File: src/hw/rtl/bmpd_pkg.sv
// Shared types and constants for the BMP pixel stream decoder.
// No dependencies; every other RTL file of the decoder imports this package.
`default_nettype none

package bmpd_pkg;

    // Image size limits
    localparam int unsigned MAX_WIDTH  = 4096;
    localparam int unsigned MAX_HEIGHT = 4096;

    // Field widths
    localparam int unsigned COORD_W = 12;
    localparam int unsigned CHAN_W  = 8;
    localparam int unsigned POS_W   = 10;

    // Header layout (byte offsets in the file; the palette end counts from the start of the palette)
    localparam logic [POS_W-1:0] POS_SIG0    = 10'd0;
    localparam logic [POS_W-1:0] POS_SIG1    = 10'd1;
    localparam logic [POS_W-1:0] POS_W0      = 10'd18;
    localparam logic [POS_W-1:0] POS_W3      = 10'd21;
    localparam logic [POS_W-1:0] POS_H0      = 10'd22;
    localparam logic [POS_W-1:0] POS_H3      = 10'd25;
    localparam logic [POS_W-1:0] POS_BPP0    = 10'd28;
    localparam logic [POS_W-1:0] POS_BPP1    = 10'd29;
    localparam logic [POS_W-1:0] POS_HDR_END = 10'd53;
    localparam logic [POS_W-1:0] POS_PAL_END = 10'd1023;

    // Signature and supported depths
    localparam logic [7:0]  SIG_B    = 8'h42;
    localparam logic [7:0]  SIG_M    = 8'h4D;
    localparam logic [15:0] BPP_PAL  = 16'd8;
    localparam logic [15:0] BPP_TRUE = 16'd24;

    // Command queue sizing
    localparam int unsigned QDEPTH = 4;
    localparam int unsigned QPTR_W = $clog2(QDEPTH);
    localparam int unsigned QCNT_W = $clog2(QDEPTH + 1);

    typedef enum logic [1:0] {
        ST_PIXEL     = 2'd0,
        ST_BAD_SIG   = 2'd1,
        ST_BAD_DEPTH = 2'd2,
        ST_TOO_LARGE = 2'd3
    } t_status;

    typedef enum logic [1:0] {
        CMD_PAL_WR  = 2'd0,
        CMD_PIX_IDX = 2'd1,
        CMD_PIX_RGB = 2'd2,
        CMD_ERROR   = 2'd3
    } t_cmd_kind;

    // One unit of work for the back end
    typedef struct packed {
        t_cmd_kind          kind;
        t_status            status;
        logic [COORD_W-1:0] x;
        logic [COORD_W-1:0] y;
        logic               last;
        logic [7:0]         index;
        logic [23:0]        color;   // red, green, blue from high to low
    } t_cmd;

endpackage

`default_nettype wire

File: src/hw/rtl/bmpd_queue.sv
// Short command queue between the decoder front and back ends.
// Depends on bmpd_pkg for the command type and depth.
`default_nettype none

module bmpd_queue (
    input  wire logic          i_clk,
    input  wire logic          i_rst_n,
    input  wire logic          i_push,
    input  wire bmpd_pkg::t_cmd i_cmd,
    output logic               o_full,
    input  wire logic          i_pop,
    output logic               o_not_empty,
    output bmpd_pkg::t_cmd     o_cmd
);
    import bmpd_pkg::*;

    t_cmd              r_slot [QDEPTH];
    logic [QPTR_W-1:0] r_wr_ptr, n_wr_ptr;
    logic [QPTR_W-1:0] r_rd_ptr, n_rd_ptr;
    logic [QCNT_W-1:0] r_count, n_count;
    logic              do_push;
    logic              do_pop;

    assign o_full      = (r_count == QCNT_W'(QDEPTH));
    assign o_not_empty = (r_count != '0);
    assign o_cmd       = r_slot[r_rd_ptr];
    assign do_push     = i_push && !o_full;
    assign do_pop      = i_pop && o_not_empty;

    // Advance pointers and occupancy
    always_comb begin
        n_wr_ptr = do_push ? r_wr_ptr + QPTR_W'(1) : r_wr_ptr;
        n_rd_ptr = do_pop  ? r_rd_ptr + QPTR_W'(1) : r_rd_ptr;
        n_count  = r_count + QCNT_W'(do_push) - QCNT_W'(do_pop);
    end

    // Store commands
    always_ff @(posedge i_clk) begin
        if (do_push) begin
            r_slot[r_wr_ptr] <= i_cmd;
        end
    end

    always_ff @(posedge i_clk) begin
        if (!i_rst_n) begin
            r_wr_ptr <= '0;
            r_rd_ptr <= '0;
            r_count  <= '0;
        end else begin
            r_wr_ptr <= n_wr_ptr;
            r_rd_ptr <= n_rd_ptr;
            r_count  <= n_count;
        end
    end

`ifndef ASSERT_OFF
    // The front end never pushes into a full queue
    a_no_overflow: assert property (@(posedge i_clk) disable iff (!i_rst_n)
        !(i_push && o_full))
        else $error("push into full command queue");

    // Occupancy matches the pointer distance
    a_count_ptrs: assert property (@(posedge i_clk) disable iff (!i_rst_n)
        (r_count == QCNT_W'(QDEPTH)) || (QPTR_W'(r_count) == QPTR_W'(r_wr_ptr - r_rd_ptr)))
        else $error("queue count and pointers disagree");
`endif

endmodule

`default_nettype wire

File: config.mk
export PLATFORM = sky130hd
export DESIGN_NAME = bmpd_queue
export DESIGN_NICKNAME = d
export VERILOG_FILES = /design/src/hw/rtl/bmpd_pkg.sv /design/src/hw/rtl/bmpd_queue.sv
export SDC_FILE = /design/constraint.sdc
export NUM_CORES = 1
export LEC_CHECK = 0
export BUFFER_PORTS_ARGS = -buffer_cell sky130_fd_sc_hd__clkbuf_2
export CAP_MARGIN = 20
export CORE_ASPECT_RATIO = 1.25
export CORE_MARGIN = 1
export CORE_UTILIZATION = 45
export CTS_CLUSTER_DIAMETER = 30
export DETAILED_ROUTE_END_ITERATION = 8
export GPL_ROUTABILITY_DRIVEN = 0
export GPL_TIMING_DRIVEN = 0
export PLACE_DENSITY_LB_ADDON = 0.2
export SETUP_SLACK_MARGIN = 0.02
export SLEW_MARGIN = 20
export SYNTH_ARGS = -nofsm -noshare
export SYNTH_HDL_FRONTEND = slang
export SYNTH_SLANG_ARGS = --single-unit
File: constraint.sdc
create_clock -name i_clk -period 4.3 [get_ports i_clk]
set_input_delay 0.215 -clock i_clk [delete_from_list [all_inputs] [get_ports i_clk]]
set_output_delay 0.215 -clock i_clk [all_outputs]
set_load 0.02 [all_outputs]
==> reports/qor.yml <==
maxCapViolations: 0
fin_cells: 901
yosysTopAreaCellShare_pct: 78.4
worstSetupEndpointType: "flop"
start_kind: "flop"
syn_area_per_cell_sq_um: 25.5
hold_depth: 3
period_share_pct: 56.1
start_util_pct: 46.2
period_needed_ns: 2.41
fin_setup_tns_ns: 0
final_layout_size_suffix_gt1_share_pct: 42.8
synth_cells: 367
synthesis.area_sq_mm: 0.00935
drt_wl_total_mm: 17.1
worstPathRequired_ns: 4.69
peakVddDrop_mv: 0.393
port_buffers: 126
core_sq_mm: 0.0202
vias: 4536
cp_max_fo: 7
synth_seq_cells: 253
slew_headroom_pct: 60.9
die_w_um: 131
p_total_mw: 7.93
r2r_slack_ns: 1.89
root_buffer: "clkbuf_16"
cts.sinks: 253
dieArea_sq_mm: 0.0214
grt_antenna_before_repair: 0
regToRegEndpoint: "r_count[2]"
setup_violations: 0
worstPathCellList: "nor3b_2 > nor2b_1 > buf_2 > inv_1 > ha_1 > inv_1 > ha_1 > inv_1 > fa_1 > xnor2_1 > xnor2_1 > and2_1"
die_h_um: 163
drv_slew: 0
cts_setup_buffers: 0
register_area_sq_mm: 0.00751
postRouteAntennaNets: 0
hold_path_class: "input port to flop"
r2r_cells: 12
yosysWarnings: 0
synthDistinctLibCells: 21
wire_per_inst_um: 19.0
post-route-drc-count: 0
grt_start_max_net_pins: 37
clk_latency_ns: 0.50
fmax_mhz: 415
layout_common_cells: "edfxtp_1 (244), clkbuf_2 (126), dlygate4sd3_1 (61)"
hold_end: "r_wr_ptr[0]"
grt_setup_unrepaired: "false"
synth_area_leaders: "edfxtp_1 (78%), mux4_2 (14%), dfxtp_1 (1.9%), buf_12 (1.3%), ha_1 (0.80%)"
rows: 58
area_delta_synth_final_pct: 32.0
synth_nets: 439
critPathKind: "flop to flop"
cts_buffer_depth: 3
ios: 128
power.density_mw_per_mm2: 642
viasPerCell: 5.03
hold_violations: 0
yosysTopAreaCell: "edfxtp_1"
grt_remaining_overflow: 0
mostFrequentLayoutCell: "edfxtp_1"
crit_path_top_delay_cell: "dfxtp_1"
crit_path_max_incr_delay_ns: 0.48
nNetsFinal: 672
worst_pin_slew_ns: 0.586
fin_worst_skew_ns: 0.00966
regToRegStartpoint: "r_count[1]"
grt_pass1_wl_mm: 26.9
status: "completed"
grt_pass1_vias: 5086
crit_arrival_ns: 2.80
placedCellCount: 767
place_hpwl_mm: 10.2
drt_iter0_drc: 193
cts_buffers: 40
multi_input_area_sq_mm: 0.00166
setup_slack_ns: 1.89
cts_resized: 0
htree_levels: 2
firstDrtPassIters: 6
place_ws_ns: 1.92
clkTransAtPathRegs_ns: 0.05
p_leak_nw: 4.32
hold_start: "i_rst_n"
grt_usage_pct: 17.2
fill_cells: 1445
ys_seq_area_share_pct: 80.3
crit_top_cell: "inv_1"
n_antenna_cell: 0
cts_tree: "yes"
logic make-up after synthesis:
family	after synthesis	synth area share, %
multiplexers	63	15.0
XOR/XNOR	4	0.375
flip-flops	253	80.3
buffers and inverters	21	2.06
AO/OA/AOI/OAI	2	0.187
AND/OR/NAND/NOR	17	1.10
adder cells (fa/ha/maj)	7	1.02
layout make-up:
cell class,instances,share of cell area [%]
repair buffers,191,10.7
plain buffers,16,1.41
flip-flops and latches,253,60.8
inverters,5,0.152
clock buffers,49,8.64
clock inverters,24,2.09
well taps,270,2.74
multi-input cells,93,13.4
worst max-delay path by stage:
stage                from  cells past startpoint            end  slack (ns)
5_1_grt        r_count[1]                     12     r_count[2]        1.71
2_1_floorplan  r_count[1]                      4   r_slot[0][0]        1.59
3_5_place_dp   r_count[1]                     12     r_count[2]        1.92
4_1_cts        r_count[1]                     12     r_count[2]        1.89
3_3_place_gp   r_count[1]                      4  r_slot[3][38]        0.33
6_report       r_count[1]                     12     r_count[2]        1.89
synth_stat cells, drive strengths merged:
| library cell | instances |
|---|---|
| fa | 1 |
| clkbuf | 1 |
| nor2b | 4 |
| inv | 5 |
| xnor2 | 4 |
| or3 | 1 |
| dfxtp | 9 |
| edfxtp | 244 |
| o311ai | 1 |
| ha | 6 |
| nor3b | 1 |
| o31a | 1 |
| buf | 15 |
| mux4 | 61 |
| and2 | 7 |
| mux2i | 2 |
| nand2 | 4 |
metrics by stage:
step | hold WS, ns | utilization (%) | instance area, sq um
4_1_cts | 0.118 | 61.0 | 12300
6_report | 0.133 | 61.0 | 12300
3_3_place_gp | 0.428 | 51.0 | 10300
5_1_grt | 0.147 | 61.0 | 12300
2_1_floorplan | 0.314 | - | 9350
3_5_place_dp | 0.435 | 51.4 | 10400
metal layers:
layer	vias up	GRT usage, %	share of wire (%)
li1	2049	-	-
met1	2342	20.3	39
met3	30	4.29	5.0
met4	0	5.80	2.0
met5	-	0	0
met2	115	30.4	54
what timing repair did:
item | CTS | global route
hold buffers | 61 | 0
endpoints found under the hold margin | 244 | 0
setup endpoints to repair | 0 | 0
power breakdown:
| part | internal, mW | switching [mW] |
|---|---|---|
| sequential | 2.99 | 0.0741 |
| clock | 2.02 | 1.08 |
| combinational | 0.795 | 0.967 |
registers in the layout (all words and copies together), names as in the netlist, named ones only:
name / flops
r_count: 3
r_slot: 244
r_rd_ptr: 2
r_wr_ptr: 2
critical path: cells and delay by family (launching register included):
kind / cells / cell delay, ns
and+or+nand+nor: 3 / 0.37
xor gates and xnor gates: 2 / 0.28
adders and majority gates: 3 / 0.80
buffers and inverters: 4 / 0.37
DFF: 1 / 0.48
No activity file was read; power rests on OpenSTA's default activity.
